===== src/hdl/rcfru_pkg.sv =====
// Package for the remote-control frame unpacker: word types and frame constants.
// No dependencies; used by the interfaces, the decoder and the top level.
`default_nettype none

package rcfru_pkg;

  // Bytes kept per frame; later bytes are only counted.
  localparam int unsigned NumStored = 15;
  localparam int unsigned PosWidth  = 5;
  localparam int unsigned IdxWidth  = 4;

  // Bytes per complete frame (valid range 15 to 31).
  localparam logic [PosWidth-1:0] FrameLength = 5'd18;
  localparam logic [PosWidth-1:0] LastPos     = FrameLength - 5'd1;

  localparam logic [7:0] GapLimitReset = 8'd1;

  typedef logic [7:0] byte_t;

  typedef struct packed {
    logic [7:0]  data_byte;
    logic [31:0] arrival_ms;
  } in_word_t;

  typedef struct packed {
    logic [10:0]        right_x;
    logic [10:0]        right_y;
    logic [10:0]        left_x;
    logic [10:0]        left_y;
    logic [1:0]         left_switch;
    logic [1:0]         right_switch;
    logic signed [15:0] mouse_x;
    logic signed [15:0] mouse_y;
    logic signed [15:0] mouse_z;
    logic [7:0]         press_left;
    logic [7:0]         press_right;
    logic [7:0]         key_bits;
  } frame_t;

endpackage

`default_nettype wire


===== src/hdl/rcfru_if.sv =====
// Valid/ready channel interfaces for the frame unpacker: received bytes in, frames out.
// Depends on rcfru_pkg for the word types.
`default_nettype none

interface rcfru_in_if;
  logic                valid;
  logic                ready;
  rcfru_pkg::in_word_t data;

  modport source (output valid, output data, input ready);
  modport sink   (input valid, input data, output ready);
endinterface

interface rcfru_out_if;
  logic              valid;
  logic              ready;
  rcfru_pkg::frame_t data;

  modport source (output valid, output data, input ready);
  modport sink   (input valid, input data, output ready);
endinterface

`default_nettype wire


===== src/hdl/rcfru_decode.sv =====
// Field extraction from the 15 stored frame bytes into one decoded frame.
// Depends on rcfru_pkg.
`default_nettype none

module rcfru_decode (
  input  rcfru_pkg::byte_t  bytes_i [rcfru_pkg::NumStored],
  output rcfru_pkg::frame_t frame_o
);
  import rcfru_pkg::*;

  always_comb begin
    frame_o.right_x      = {bytes_i[1][2:0], bytes_i[0]};
    frame_o.right_y      = {bytes_i[2][5:0], bytes_i[1][7:3]};
    frame_o.left_x       = {bytes_i[4][0], bytes_i[3], bytes_i[2][7:6]};
    frame_o.left_y       = {bytes_i[5][3:0], bytes_i[4][7:1]};
    frame_o.left_switch  = bytes_i[5][7:6];
    frame_o.right_switch = bytes_i[5][5:4];
    // mouse axes are little-endian
    frame_o.mouse_x      = {bytes_i[7], bytes_i[6]};
    frame_o.mouse_y      = {bytes_i[9], bytes_i[8]};
    frame_o.mouse_z      = {bytes_i[11], bytes_i[10]};
    frame_o.press_left   = bytes_i[12];
    frame_o.press_right  = bytes_i[13];
    frame_o.key_bits     = bytes_i[14];
  end

endmodule

`default_nettype wire


===== src/hdl/rc_frame_receiver_unpacker.sv =====
// Top level of the remote-control frame unpacker: framing, byte store, result register.
// Depends on rcfru_pkg, rcfru_in_if / rcfru_out_if and rcfru_decode.
//
// Usage
//   in_i  : one word per received serial byte, with its millisecond arrival tick.
//   out_o : one decoded frame word after every FrameLength-th byte of a frame.
//   cfg   : cfg_we_i / cfg_wdata_i write the inter-byte gap limit (ms); write
//           only while no frame is in flight.
//   A byte whose wrapped signed gap to the previous byte exceeds the limit
//   restarts the frame at position 0; the arrival tick is kept for every byte.
// Timing
//   One byte per cycle sustained while in_i.ready holds (see Stall). A completed
//   frame appears on out_o in the cycle after its last byte is taken, held in the result register.
//   The work per byte is a 32-bit subtract, negate and compare plus one store
//   write, all between the input handshake and the result register.
// Stall
//   While a frame waits on out_o, bytes keep flowing until the position reaches
//   the last byte of a frame, where the next byte may finish another frame;
//   there in_i.ready drops until out_o.ready is seen, even for a resync byte.
// Reset
//   Position and last arrival clear to zero, gap limit to 1, no frame pending.
//   The byte store is not cleared: every byte is rewritten before it is read.
`default_nettype none

module rc_frame_receiver_unpacker (
  input  wire logic      clk_i,
  input  wire logic      rst_ni,
  input  wire logic      cfg_we_i,
  input  wire logic [7:0] cfg_wdata_i,
  rcfru_in_if.sink       in_i,
  rcfru_out_if.source    out_o
);
  import rcfru_pkg::*;

  logic [PosWidth-1:0] pos_q, pos_d;
  logic [31:0]         last_q;
  logic [7:0]          limit_q;
  byte_t               frame_q [NumStored];
  logic                out_valid_q;
  frame_t              out_q;

  logic                in_acc;
  logic [31:0]         gap_raw;
  logic [31:0]         gap_mag;
  logic                resync;
  logic [PosWidth-1:0] pos_eff;
  logic [PosWidth-1:0] pos_inc;
  logic                store_en;
  logic [IdxWidth-1:0] wr_idx;
  logic                frame_done;
  byte_t               bytes_cur [NumStored];
  frame_t              frame_dec;

  // Only a byte at the last position can finish a frame; a resync sends it
  // to position 0, so stalling on that position alone is enough.
  assign in_i.ready = !out_valid_q || out_o.ready || (pos_q != LastPos);
  assign in_acc     = in_i.valid && in_i.ready;

  // wrapped signed gap, magnitude
  assign gap_raw = in_i.data.arrival_ms - last_q;
  assign gap_mag = gap_raw[31] ? (~gap_raw + 32'd1) : gap_raw;
  assign resync  = gap_mag > {24'd0, limit_q};

  assign pos_eff    = resync ? '0 : pos_q;
  assign pos_inc    = pos_eff + 5'd1;
  assign store_en   = in_acc && (pos_eff < PosWidth'(NumStored));
  assign wr_idx     = pos_eff[IdxWidth-1:0];
  assign frame_done = pos_inc == FrameLength;

  always_comb begin
    pos_d = pos_q;
    if (in_acc) begin
      pos_d = frame_done ? '0 : pos_inc;
    end
  end

  // Frame view with the current byte merged in, so a frame whose last
  // stored byte arrives now decodes correctly.
  for (genvar k = 0; k < NumStored; k++) begin : g_merge
    assign bytes_cur[k] = (store_en && wr_idx == IdxWidth'(k)) ? in_i.data.data_byte
                                                                : frame_q[k];
  end

  rcfru_decode u_decode (
    .bytes_i (bytes_cur),
    .frame_o (frame_dec)
  );

  always_ff @(posedge clk_i or negedge rst_ni) begin
    if (!rst_ni) begin
      pos_q       <= '0;
      last_q      <= '0;
      limit_q     <= GapLimitReset;
      out_valid_q <= 1'b0;
    end else begin
      pos_q <= pos_d;
      if (in_acc) begin
        last_q <= in_i.data.arrival_ms;
      end
      if (cfg_we_i) begin
        limit_q <= cfg_wdata_i;
      end
      if (in_acc && frame_done) begin
        out_valid_q <= 1'b1;
      end else if (out_o.ready) begin
        out_valid_q <= 1'b0;
      end
    end
  end

  always_ff @(posedge clk_i) begin
    if (store_en) begin
      frame_q[wr_idx] <= in_i.data.data_byte;
    end
    if (in_acc && frame_done) begin
      out_q <= frame_dec;
    end
  end

  assign out_o.valid = out_valid_q;
  assign out_o.data  = out_q;

  // Position never reaches the frame length; it wraps to zero instead.
  a_pos_range : assert property (@(posedge clk_i) disable iff (!rst_ni)
    pos_q < FrameLength)
    else $error("frame position out of range");

  // A byte that finishes a frame leaves position 0 and a pending frame.
  a_frame_emit : assert property (@(posedge clk_i) disable iff (!rst_ni)
    (in_acc && frame_done) |=> (pos_q == '0) && out_valid_q)
    else $error("finished frame not emitted");

  // Bytes taken under an output stall never disturb the pending frame.
  a_stall_hold : assert property (@(posedge clk_i) disable iff (!rst_ni)
    (in_acc && out_valid_q && !out_o.ready) |=> out_valid_q && $stable(out_q))
    else $error("pending frame overwritten during stall");

  // A large gap always restarts the frame: the byte lands at position 0, so the position moves to 1.
  a_resync : assert property (@(posedge clk_i) disable iff (!rst_ni)
    (in_acc && resync) |=> pos_q == 5'd1)
    else $error("resync did not restart frame");

endmodule

`default_nettype wire


===== src/flat_wrapper.sv =====
// flat-port wrapper written by rule: the top's interface ports become plain ports
module rc_frame_receiver_unpacker_flat import rcfru_pkg::*;
  (clk_i, rst_ni, cfg_we_i, cfg_wdata_i, in_i_valid, in_i_data, in_i_ready, out_o_valid, out_o_data, out_o_ready);
  rcfru_in_if in_i_i ();
  rcfru_out_if out_o_i ();
  input  wire logic clk_i;
  input  wire logic rst_ni;
  input  wire logic cfg_we_i;
  input  wire logic [7:0] cfg_wdata_i;
  input wire logic [$bits(in_i_i.valid)-1:0] in_i_valid;
  input wire logic [$bits(in_i_i.data)-1:0] in_i_data;
  output wire logic [$bits(in_i_i.ready)-1:0] in_i_ready;
  output wire logic [$bits(out_o_i.valid)-1:0] out_o_valid;
  output wire logic [$bits(out_o_i.data)-1:0] out_o_data;
  input wire logic [$bits(out_o_i.ready)-1:0] out_o_ready;
  assign in_i_i.valid = in_i_valid;
  assign in_i_i.data = in_i_data;
  assign in_i_ready = in_i_i.ready;
  assign out_o_valid = out_o_i.valid;
  assign out_o_data = out_o_i.data;
  assign out_o_i.ready = out_o_ready;
  rc_frame_receiver_unpacker u_core (.clk_i(clk_i), .rst_ni(rst_ni), .cfg_we_i(cfg_we_i), .cfg_wdata_i(cfg_wdata_i), .in_i(in_i_i), .out_o(out_o_i));
endmodule

===== config.mk =====
export PLATFORM = sky130hd
export DESIGN_NAME = rc_frame_receiver_unpacker_flat
export DESIGN_NICKNAME = d
export VERILOG_FILES = /design/src/hdl/rcfru_pkg.sv /design/src/hdl/rcfru_if.sv /design/src/hdl/rcfru_decode.sv /design/src/hdl/rc_frame_receiver_unpacker.sv /design/src/flat_wrapper.sv
export SDC_FILE = /design/constraint.sdc
export NUM_CORES = 1
export LEC_CHECK = 0
export ABC_AREA = 1
export BUFFER_PORTS_ARGS = -buffer_cell sky130_fd_sc_hd__buf_4
export CORE_UTILIZATION = 45
export CTS_CLUSTER_SIZE = 16
export DETAILED_ROUTE_END_ITERATION = 10
export MAX_ROUTING_LAYER = met4
export SLEW_MARGIN = 30
export SYNTH_ARGS = -nofsm -noshare
export SYNTH_HDL_FRONTEND = slang
export SYNTH_HIERARCHICAL = 1
export SYNTH_SLANG_ARGS = --single-unit

===== constraint.sdc =====
create_clock -name clk_i -period 21.7 [get_ports clk_i]
set_input_delay 1.085 -clock clk_i [delete_from_list [all_inputs] [get_ports clk_i]]
set_output_delay 1.085 -clock clk_i [all_outputs]
set_load 0.005 [all_outputs]

# Yosys cells after proc, flatten, opt, wreduce, memory -nomap -nowiden
# Memory sizes are Yosys's and may differ from the RTL's. A register that Yosys moved wholly into a read port is not among the register bits.
# Cells that the tools add are included.
# op_classes
addsub,3
magnitude_cmp,2
eq_ne,2
mux,7
n_bitwise,1
n_reduce_logical,7
# op_table
cell,count
32-bit by 1-bit adder with 32-bit output (second input constant),1
32-bit by 8-bit greater-than comparator with 1-bit output,1
32-bit two-way mux,1
32-bit NOT,1
32-bit subtractor,1
5-bit two-way mux,2
5-bit by 1-bit adder with 5-bit output (second input constant),1
5-bit equality test (second input constant),1
5-bit by 4-bit less-than comparator with 1-bit output (second input constant),1
5-bit != test (second input constant),1
1-bit two-way mux,4
1-bit logical AND,3
1-bit logical OR,2
2-bit nonzero test,1
1-bit logical NOT,1
# word_totals
reg_bits,46
ramBits,120
in_bits,53
output_inout_bits,122
word_cells,27
memories,1
# mem_list
name,depth,word_bits,read_ports,rd_ports_with_merged_regs,write_ports,line_no,source
u_core.frame_q,15,8,15,15,1,rc_frame_receiver_unpacker.sv:38,byte_t frame_q [NumStored];

# Depth between registers and ports, before layout
# Gate-level depths: netlist of the first run.
# depth
ltp_word,10
depth_mapped,43
ltp_nobuf,40

# Hierarchy
# Netlist of the first run, hierarchy kept.
# modules_own_cells
module,n_inst,cells_per_inst,area_each_um2,seq_area_each_um2
rc_frame_receiver_unpacker,1,1850,15597.5,8359.3
rcfru_decode,1,120,900.9,0.0

# Worst setup path after synthesis of the first run
# No wires, ideal clock.
# synth_path
path_kind,input-to-reg
start,in in_i_data[2]
end,"reg, netlist name u_core/out_o.data[0]"
setup_ps,600
t_arrival_ps,10436
required_ps,21100
path_slack_ps,10664
stages,40
n_path_buf,3
path_cell_list,ha_1 nand2_1 nand2_1 inv_2 nand2_2 nand2_1 nand2_2 nand2_1 nand2_2 nand2_1 nand2_1 nand2_1 nand2_4 buf_4 buf_4 nand2_1 xor2_1 inv_1 [4 not listed] o211ai_1 nand2_1 o21ai_0 inv_1 nand3_1 nor2_1 nand2_1 nor2_4 nand2_1 nor2_1 ha_1 clkbuf_1 inv_1 nand4_1 nand3_1 a21oi_1 nand2_1 nor2_1
# synth_between
elab_chain_len,9
# synth_lines
item,line_no,source
start: declaration,flat_wrapper.sv:11,input wire logic [$bits(in_i_i.data)-1:0] in_i_data;
32-bit subtractor (*),rc_frame_receiver_unpacker.sv:60,assign gap_raw = in_i.data.arrival_ms - last_q;
32-bit NOT,rc_frame_receiver_unpacker.sv:61,assign gap_mag = gap_raw[31] ? (~gap_raw + 32'd1) : gap_raw;
32-bit by 1-bit adder with 32-bit output,rc_frame_receiver_unpacker.sv:61,
32-bit two-way mux (*),rc_frame_receiver_unpacker.sv:61,
32-bit by 8-bit greater-than comparator with 1-bit output (*),rc_frame_receiver_unpacker.sv:62,"assign resync = gap_mag > {24'd0, limit_q};"
5-bit two-way mux (*),rc_frame_receiver_unpacker.sv:64,assign pos_eff = resync ? '0 : pos_q;
5-bit by 1-bit adder with 5-bit output (*),rc_frame_receiver_unpacker.sv:65,assign pos_inc = pos_eff + 5'd1;
5-bit equality test (*),rc_frame_receiver_unpacker.sv:68,assign frame_done = pos_inc == FrameLength;
1-bit logical AND (*),rc_frame_receiver_unpacker.sv:115,if (in_acc && frame_done) begin
# Mark *: on every way between the ends. The rest lies on a longest branch, timed or not.
# A chain may end at the register's enable or synchronous reset.

# Final worst setup path of the first run
# layout_path
start,in in_i_data[15]
end,"reg, netlist name u_core/out_o.data[53]"
# layout_between
elab_chain_len,9
# layout_lines
item,line_no
32-bit subtractor (*),rc_frame_receiver_unpacker.sv:60
32-bit NOT,rc_frame_receiver_unpacker.sv:61
32-bit by 1-bit adder with 32-bit output,rc_frame_receiver_unpacker.sv:61
32-bit two-way mux (*),rc_frame_receiver_unpacker.sv:61
32-bit by 8-bit greater-than comparator with 1-bit output (*),rc_frame_receiver_unpacker.sv:62
5-bit two-way mux (*),rc_frame_receiver_unpacker.sv:64
5-bit by 1-bit adder with 5-bit output (*),rc_frame_receiver_unpacker.sv:65
5-bit equality test (*),rc_frame_receiver_unpacker.sv:68
1-bit logical AND (*),rc_frame_receiver_unpacker.sv:115
# Marks and branches as above.

==> results.py, run 1 <==
metrics = {
    "logic_synthesis": {
        "synth.yosys.seq_area_share": 0.507,
        "post_synth.cell_area_avg_um2": 8.37,
        "synthesis.area_mm2": 0.0165,
        "synth_cells": 1970,
        "leading_post_synthesis_cells_by_cell_area": "edfxtp_1, nand2_1, dfrtp_1",
        "synth_fp_nets": 2069,
        "yosys.cell_types.count": 46,
        "netlist.top_cell.by_area": "edfxtp_1",
        "ys_seq_elements": 286,
        "synthDominantCellAreaShare": 0.437,
        "ys.warnings.count": 6,
    },
    "clock_network": {
        "clock_latency_ns": 0.54,
        "cts_resized": 0,
        "level_count_of_the_clock_h_tree": 2,
        "cts_buffer_depth": 3,
        "tritoncts_clock_tree": "done",
        "cts_root_buf": "clkbuf_16",
        "ctsHoldBuffers": 0,
        "clock_pin_slew_on_the_worst_setup_and_hold_paths_ns": 0.06,
        "numCtsBuffers": 34,
        "cts_num_sinks": 286,
        "post_cts_buffers": 0,
    },
    "floorplanning": {
        "die_h_um": 193,
        "io_pins": 175,
        "start_util": 0.460,
        "floorplan.core_area_mm2": 0.0358,
        "dieWidth_um": 193,
        "row_count": 69,
        "design.die.area_mm2": 0.0374,
    },
    "power": {
        "design_power_total_uw": 1480,
        "worst_vdd_drop_mv": 0.0541,
        "power.density_mw_per_mm2": 80.0,
        "power.static_leakage_uw": 0.00858,
    },
    "setup_path": {
        "critPathMaxFanout": 76,
        "criticalPathCategory": "in -> reg",
        "rrSetupSlack_ns": 14.20,
        "cp.arrival_ns": 7.93,
        "worstSetupEndpointType": "flop",
        "critPathRequiredTime_ns": 21.85,
        "setup.worst_path.start_class": "input pin",
        "worst_stage_delay_on_the_critical_path_ns": 0.60,
        "crit_path_frequent_cell": "nand2_1",
        "timing.critical_path.slowest_stage_cell": "buf_6",
    },
    "sta": {
        "skew_final_ns": 0.0217,
        "max_freq_ghz": 0.128,
        "fin_crit_ns": 7.78,
        "rsz_0062_raised_after_global_routing": "false",
        "worst_slew_pin_slew_ns": 0.761,
        "slew-limit-headroom": 0.492,
        "setup-tns-final_ns": 0,
        "slew_violations": 0,
        "post-route-period-util": 0.359,
        "setup_viol": 0,
        "timing.final.hold_violations": 0,
        "post_route_worst_hold_slack_ns": 0.496,
    },
    "route": {
        "router_iterations_before_antenna_repair": 10,
        "post-route-drc-count": 17,
        "detail_route.wirelength_um": 42300,
        "routed_wire_length_per_instance_um": 16.8,
        "detailroute.via_count": 12500,
        "detail_route.vias_per_cell": 4.97,
        "first_iteration_detailed_routing_drc_count": 911,
        "ant_nets": 0,
    },
    "grt": {
        "number_of_antenna_violations_at_the_first_check_in_global_routing": 1,
        "grt_pass1_wl_um": 66500,
        "grtUsageTotal": 0.237,
        "overflow": 0,
        "maximum_number_of_pins_on_one_net_before_global_route_repair": 77,
        "first_global_vias": 11700,
    },
    "place": {
        "placement.io_buffers": 174,
        "gp_routability_congestion": 0.954,
        "dp_hpwl_um": 32100,
    },
    "run": {
        "max_cap_viol_count": 0,
    },
    "cells_and_area": {
        "final_layout_size_suffix_gt1_frac": 0.158,
        "most-common-layout-cells": "nand2_1, edfxtp_1, inv_1",
        "final_common_cell": "nand2_1",
        "final_nets": 2126,
        "areaGrowthSynthToFinish_pct": 12.0,
    },
    "hold_path": {
        "hold_class": "reg -> reg",
    },
    "status": {
        "violations_in_the_final_reports": "design-rule violations",
        "run_status": "finished with violations",
    },
}
-- logic make-up after synthesis --
group,share of synthesized area
and+or+nand+nor,0.287
buffers and inverters,0.127
DFF,0.507
AOI/OAI and AO/OA,0.0383
adders and majority gates,0.0353
xor gates and xnor gates,0.00478
muxes,0.000682
-- synthesized netlist by cell type (all sizes together) --
library cell,n
a21boi,2
a21oi,30
a22oi,1
a31oi,1
and2,3
and3,2
buf,146
clkbuf,12
clkinv,3
dfrtp,45
dfstp,1
edfxtp,240
fa,1
ha,45
inv,257
mux2,1
nand2,719
nand3,196
nand3b,4
nand4,33
nor2,123
nor3,12
nor3b,1
o2111ai,2
o211ai,1
o21a,1
o21ai,75
o21bai,3
o221ai,1
xnor2,1
xor2,8
-- worst max-delay path, delay by kind of cell --
kind | cells | cell delay, ns
simple gates | 21 | 3.07
buf+inv | 8 | 1.73
fa+ha+maj | 3 | 1.16
compound gates | 5 | 0.64
xor+xnor | 1 | 0.13
-- power by group --
part	total [uW]	internal, uW	switching, uW	leakage (uW)
logic	298	86.9	211	0.00531
clock network	576	356	220	0.000546
registers	604	601	3.03	0.00273
-- worst paths after layout --
check | from | endpoint | depth (start not counted)
setup / recovery | in_i_data[15] | u_core/out_o.data[53] | 38
hold / removal | u_core/frame_q[8][6] | u_core/out_o.data[46] | 2
setup reg to reg | u_core/last_q[15] | u_core/out_o.data[53] | 38
hold reg to reg | u_core/frame_q[8][6] | u_core/out_o.data[46] | 2
max in group asynchronous | rst_ni | u_core/pos_q[3] | 1
min in group asynchronous | rst_ni | u_core/last_q[5] | 1
-- metal layers --
layer,global-route usage,vias to the layer above,wire [um],share of wire
met3,0.0345,71,2200,0.052
met2,0.383,359,20000,0.47
met1,0.299,5697,18600,0.44
met4,0.0975,0,1480,0.035
met5,-,-,0,0
li1,-,6367,-,-
-- registers in the layout (all words and copies together), names as in the netlist --
signal / cells
u_core/limit_q: 8
u_core/out_o.data: 120
u_core/last_q: 32
u_core/frame_q: 120
u_core/pos_q: 5
u_core/out_o.valid: 1
-- metrics by stage --
| stage | instance area [um2] | instances | utilization | worst slack, ns |
|---|---|---|---|---|
| after floorplan | 16500 | 1970 | - | 10.66 |
| after global placement | 17300 | 2451 | 0.483 | 13.35 |
| after detailed placement | 17300 | 2451 | 0.483 | 13.17 |
| after CTS | 18400 | 2512 | 0.515 | 13.72 |
| after global routing | 18500 | 2514 | 0.516 | 13.23 |
| final | 18500 | 2514 | 0.516 | 13.92 |
-- area by class of cell --
cell class / count / area [um2]
fill: 3384 / 17400
sequential: 286 / 8360
multi-input combinational: 1266 / 6050
timing repair buffer: 179 / 1370
inverter: 260 / 976
clock buffer: 46 / 948
tap: 461 / 577
clock inverter: 15 / 191
antenna: 1 / 2.50
(Power assumes the default switching activity.)
==> inputs of run 2 (changes only) <==
==> constraint.sdc (replaced) <==
create_clock -name clk_i -period 7.4 [get_ports clk_i]
set_input_delay 0.37 -clock clk_i [delete_from_list [all_inputs] [get_ports clk_i]]
set_output_delay 0.37 -clock clk_i [all_outputs]
set_load 0.005 [all_outputs]
==> run 2 against run 1 <==
  * The run still ends with design-rule violations left
  * Worst setup slack got worse by 13 ns
  * Cell count decreased by 0.16%
  * Combinational power increased to 2.9 times the previous value
  * Sequential power increased to 2.9 times the previous value
  * Final area about the same
  * Flip-flop and latch count unchanged
  * Core utilization about the same
  * Critical path depth decreased by 1
  * Clock skew increased by 0.0042 ns
  * Routed wire length decreased by 0.39%
  * Die area unchanged
  * First-iteration DRC count decreased by 20%
  * Highest routed layer unchanged
==> results.py, run 2 (same netlist as run 1, synthesis figures left out) <==
metrics = {
    "status": {
        "run_status": "finished with violations",
        "violations_in_the_final_reports": "design-rule violations",
    },
    "setup_path": {
        "timing.critical_path.slowest_stage_cell": "ha_1",
        "worstSetupEndpointType": "flop",
        "critPathMaxFanout": 67,
        "worst_stage_delay_on_the_critical_path_ns": 0.47,
        "cp.arrival_ns": 6.75,
        "rrSetupSlack_ns": 0.85,
        "crit_path_frequent_cell": "nand2_1",
        "setup.worst_path.start_class": "flop",
        "critPathRequiredTime_ns": 7.59,
        "criticalPathCategory": "reg -> reg",
    },
    "power": {
        "power_share_of_the_sequential_group": 0.412,
        "power.density_mw_per_mm2": 233,
        "intPower_uw": 3020,
        "power.static_leakage_uw": 0.00857,
        "power_frac_clock": 0.387,
        "power_switching_uw": 1280,
        "swShare": 0.297,
        "p_comb_frac": 0.202,
        "worst_vdd_drop_mv": 0.185,
    },
    "floorplanning": {
        "design.die.area_mm2": 0.0374,
        "die_h_um": 193,
        "dieWidth_um": 193,
        "floorplan.core_area_mm2": 0.0358,
        "io_pins": 175,
        "row_count": 69,
        "start_util": 0.460,
    },
    "clock_network": {
        "clock_latency_ns": 0.55,
        "level_count_of_the_clock_h_tree": 2,
        "tritoncts_clock_tree": "done",
        "cts_num_sinks": 286,
        "cts_buffer_depth": 3,
        "cts_root_buf": "clkbuf_16",
        "clock_pin_slew_on_the_worst_setup_and_hold_paths_ns": 0.05,
        "numCtsBuffers": 34,
    },
    "place": {
        "dp_hpwl_um": 31900,
        "gp_routability_congestion": 0.940,
        "place.detailed.instances": 2452,
        "placement.io_buffers": 174,
        "detailed_place.area_mm2": 0.0173,
    },
    "cells_and_area": {
        "final_nets": 2127,
        "most-common-layout-cells": "nand2_1, edfxtp_1, inv_1",
        "finish.cell_count_without_fillers": 2510,
        "final_layout_size_suffix_gt1_frac": 0.160,
        "final_design_area_no_fill_mm2": 0.0185,
        "final_common_cell": "nand2_1",
        "areaGrowthSynthToFinish_pct": 11.9,
    },
    "route": {
        "routed_wire_length_per_instance_um": 16.8,
        "detailroute.via_count": 12500,
        "detail_route.vias_per_cell": 4.98,
        "router_iterations_before_antenna_repair": 9,
        "detail_route.wirelength_um": 42100,
        "post-route-drc-count": 17,
        "first_iteration_detailed_routing_drc_count": 729,
        "ant_nets": 0,
    },
    "sta": {
        "fin_crit_ns": 6.55,
        "worst_slew_pin_slew_ns": 0.873,
        "max_freq_ghz": 0.153,
        "timing.final.hold_violations": 0,
        "rsz_0062_raised_after_global_routing": "false",
        "setup_viol": 0,
        "setup-tns-final_ns": 0,
        "slew_violations": 0,
        "post-route-period-util": 0.886,
        "skew_final_ns": 0.0259,
        "slew-limit-headroom": 0.416,
    },
    "grt": {
        "first_global_vias": 12200,
        "grt_pass1_wl_um": 67000,
        "maximum_number_of_pins_on_one_net_before_global_route_repair": 68,
        "overflow": 0,
        "grtUsageTotal": 0.237,
        "number_of_antenna_violations_at_the_first_check_in_global_routing": 1,
    },
    "hold_path": {
        "hold_class": "in -> reg",
    },
    "run": {
        "max_cap_viol_count": 0,
    },
}
-- run 2: changes by cell type in the layout (fill, tap and decap cells not counted), moves of 2 or more --
| cell | delta |
|---|---|
| buf_12 | +2 |
| inv_6 | +2 |
| clkinv_4 | +2 |
| clkbuf_1 | -6 |
-- run 2: path summary, 6_finish.rpt --
path	endpoint	cells after the start	startpoint
max	u_core/out_o.data[33]	37	u_core/last_q[15]
min	u_core/last_q[15]	3	in_i_data[15]
max reg2reg	u_core/out_o.data[33]	37	u_core/last_q[15]
min reg2reg	u_core/last_q[0]	2	u_core/last_q[0]
max in group asynchronous	u_core/pos_q[2]	2	rst_ni
min in group asynchronous	u_core/last_q[6]	2	rst_ni
-- run 2: per-stage QoR --
step	total power [uW]	setup WS (ns)	utilization	hold slack, ns
finish	4300	0.846	0.515	0.0414
global route	4530	0.108	0.515	0.0310
CTS	4350	0.718	0.515	0.0130
detailed placement	2660	0.602	0.484	0.437
global placement	2660	0.774	0.484	0.433
floorplan	2420	0.434	-	0.0744
-- run 2: per-layer routing --
metal / up-vias / GRT usage / share of wire
met5: - / - / 0
met4: 0 / 0.0963 / 0.037
met3: 73 / 0.0403 / 0.047
met2: 302 / 0.387 / 0.47
met1: 5758 / 0.293 / 0.44
li1: 6370 / - / -
-- run 2: area by class of cell --
type | instances | area (um2)
Inverter | 260 | 976
Fill cell | 3363 | 17400
Sequential cell | 286 | 8360
Clock inverter | 18 | 220
Timing Repair Buffer | 180 | 1380
Clock buffer | 38 | 887
Multi-Input combinational cell | 1266 | 6060
Antenna cell | 1 | 2.50
Tap cell | 461 | 577
-- run 2: power groups by stage --
stage,Combinational (uW),Clock (uW),Sequential (uW)
after floorplan,615,0,1800
after global placement,852,0,1800
after detailed placement,859,0,1800
after CTS,863,1710,1770
after global routing,983,1770,1770
final,867,1660,1770
-- run 2: timing repair --
| item | CTS | global route |
|---|---|---|
| setup buffers | 0 | 0 |
| hold buffers | 1 | 0 |
| resized for setup | 0 | 1 |
| hold endpoints to repair | 45 | 0 |
| endpoints found under the setup margin | 0 | 39 |
-- run 2: critical path: cells and delay by family, from the launching register on --
kind	cells	cell delay (ns)
AOI/OAI and AO/OA	5	0.60
adders and majority gates	3	1.18
xor gates and xnor gates	1	0.13
and+or+nand+nor	21	3.05
DFF	1	0.32
buffers and inverters	7	0.89
==> inputs of run 3 (changes only) <==
--- a/config.mk
+++ b/config.mk
@@ -6,7 +6,8 @@
 export NUM_CORES = 1
 export LEC_CHECK = 0
 export ABC_AREA = 1
-export BUFFER_PORTS_ARGS = -buffer_cell sky130_fd_sc_hd__buf_4
+export BUFFER_PORTS_ARGS = -buffer_cell sky130_fd_sc_hd__buf_2
+export CORE_MARGIN = 2
 export CORE_UTILIZATION = 45
 export CTS_CLUSTER_SIZE = 16
 export DETAILED_ROUTE_END_ITERATION = 10
==> run 3 against run 2 <==
  * The flow now finishes without violations
  * Largest cell class unchanged
  * Critical path type is now in -> reg
  * Routed wire length down 0.99%
  * Via count increased by 0.46%
  * Non-clock buffer count rose by 12
  * Hold slack got worse by 0.017 ns
  * Cell count grew 0.72%
  * Clock skew fell by 0.0057 ns
  * Final area is 2.5% lower
  * Critical path depth is 1 higher
==> results.py, run 3 (same netlist as run 1, synthesis figures left out) <==
metrics = {
    "grt": {
        "overflow": 0,
        "first_global_vias": 12000,
        "maximum_number_of_pins_on_one_net_before_global_route_repair": 67,
        "grt_pass1_wl_um": 65400,
        "grtUsageTotal": 0.225,
        "number_of_antenna_violations_at_the_first_check_in_global_routing": 1,
    },
    "setup_path": {
        "criticalPathCategory": "in -> reg",
        "cp.arrival_ns": 7.05,
        "worstSetupEndpointType": "flop",
        "critPathRequiredTime_ns": 7.63,
        "critPathMaxFanout": 33,
        "crit_path_frequent_cell": "nand2_1",
        "worst_stage_delay_on_the_critical_path_ns": 0.53,
        "rrSetupSlack_ns": 0.65,
        "reg2regPathDepth": 37,
        "setup.worst_path.start_class": "input pin",
        "reg2reg_from": "u_core/last_q[15]",
        "timing.critical_path.slowest_stage_cell": "dlygate4sd3_1",
        "regToRegEndpoint": "u_core/out_o.data[1]",
    },
    "run": {
        "max_cap_viol_count": 0,
    },
    "clock_network": {
        "clock_latency_ns": 0.58,
        "cts_num_sinks": 286,
        "cts_root_buf": "clkbuf_16",
        "level_count_of_the_clock_h_tree": 1,
        "cts_buffer_depth": 3,
        "numCtsBuffers": 30,
        "clock_pin_slew_on_the_worst_setup_and_hold_paths_ns": 0.06,
        "tritoncts_clock_tree": "done",
    },
    "status": {
        "run_status": "completed",
    },
    "sta": {
        "setup-tns-final_ns": 0,
        "max_freq_ghz": 0.147,
        "skew_final_ns": 0.0202,
        "post_route_worst_hold_slack_ns": 0.0247,
        "timing.final.hold_violations": 0,
        "post-route-period-util": 0.921,
        "setup_viol": 0,
        "rsz_0062_raised_after_global_routing": "false",
        "fin_crit_ns": 6.82,
        "slew-limit-headroom": 0.440,
        "worst_slew_pin_slew_ns": 0.838,
        "slew_violations": 0,
    },
    "floorplanning": {
        "floorplan.core_area_mm2": 0.0363,
        "io_pins": 175,
        "start_util": 0.454,
        "dieWidth_um": 195,
        "row_count": 70,
        "design.die.area_mm2": 0.0382,
        "die_h_um": 195,
    },
    "hold_path": {
        "hold_depth": 3,
        "timing.hold.worst.start": "cfg_wdata_i[2]",
        "min_delay_worst_endpoint": "u_core/limit_q[2]",
        "hold_class": "in -> reg",
    },
    "cells_and_area": {
        "final_common_cell": "nand2_1",
        "most-common-layout-cells": "nand2_1, edfxtp_1, inv_1",
        "finalCoreUtilization": 0.495,
        "final_layout_size_suffix_gt1_frac": 0.156,
        "final_nets": 2135,
        "finish.cell_count_without_fillers": 2528,
        "areaGrowthSynthToFinish_pct": 9.06,
    },
    "route": {
        "first_iteration_detailed_routing_drc_count": 809,
        "post-route-drc-count": 0,
        "detail_route.vias_per_cell": 4.97,
        "detail_route.wirelength_um": 41700,
        "routed_wire_length_per_instance_um": 16.5,
        "detailroute.via_count": 12600,
        "router_iterations_before_antenna_repair": 5,
        "ant_nets": 0,
    },
    "place": {
        "place.detailed.instances": 2461,
        "dp_hpwl_um": 31700,
        "gp_routability_congestion": 0.963,
        "placement.io_buffers": 174,
    },
    "power": {
        "power.static_leakage_uw": 0.00840,
        "worst_vdd_drop_mv": 0.178,
        "power.density_mw_per_mm2": 228,
    },
}
-- run 3: cell types whose count changed in the layout (fill, tap and decap cells not counted), sizes merged --
cell / previous run / this run
dlygate4sd3: 1 / 11
clkinv: 12 / 18
clkbuf: 38 / 36
buf: 179 / 181
bufinv: 4 / 3
inv: 261 / 257
-- run 3: power breakdown --
part           internal, uW  switching, uW  total, uW  leakage (uW)
logic                   251            609        860       0.00521
registers              1760           8.79       1770       0.00273
clock network           851            621       1470      0.000465
-- run 3: per-layer routing --
layer	vias to the layer above	routed length, um	GRT usage	share of wire
li1	6381	-	-	-
met1	5777	18100	0.280	0.43
met2	331	20200	0.381	0.49
met3	72	1970	0.0257	0.047
met4	0	1390	0.0786	0.033
met5	-	0	-	0
-- run 3: cell type report --
class / count / area [um2]
Inverter: 260 / 976
Tap cell: 468 / 586
Clock inverter: 19 / 198
Timing Repair Buffer: 192 / 1050
Multi-Input combinational cell: 1266 / 6050
Clock buffer: 36 / 773
Fill cell: 3490 / 18400
Antenna cell: 1 / 2.50
Sequential cell: 286 / 8360
-- run 3: worst max path at each step --
stage | from | endpoint | cells after the start
after global placement | in_i_data[15] | u_core/out_o.data[17] | 37
after detailed placement | in_i_data[15] | u_core/out_o.data[1] | 37
final | in_i_data[15] | u_core/out_o.data[1] | 38
after CTS | in_i_data[15] | u_core/out_o.data[4] | 38
after global routing | in_i_data[15] | u_core/out_o.data[1] | 38
after floorplan | in_i_data[2] | u_core/out_o.data[0] | 40
-- run 3: per-stage QoR --
stage          area (um2)  worst slack (ns)  power (uW)
6_report            18000             0.583        4100
2_1_floorplan       16500             0.434        2420
3_3_place_gp        16900             0.820        2650
5_1_grt             18000           0.00905        4320
3_5_place_dp        16900             0.617        2660
4_1_cts             18000             0.675        4140
-- run 3: timing repair --
action,4_1_cts,5_1_grt
hold buffers,11,0
hold endpoints to repair,55,0
setup buffers,0,0
resized for setup,0,0
-- run 3: worst max-delay path, delay by kind of cell --
family          cells  cell delay, ns
compound gates      5            0.65
xor+xnor            1            0.13
fa+ha+maj           3            1.17
buf+inv             8            1.59
simple gates       21            3.13
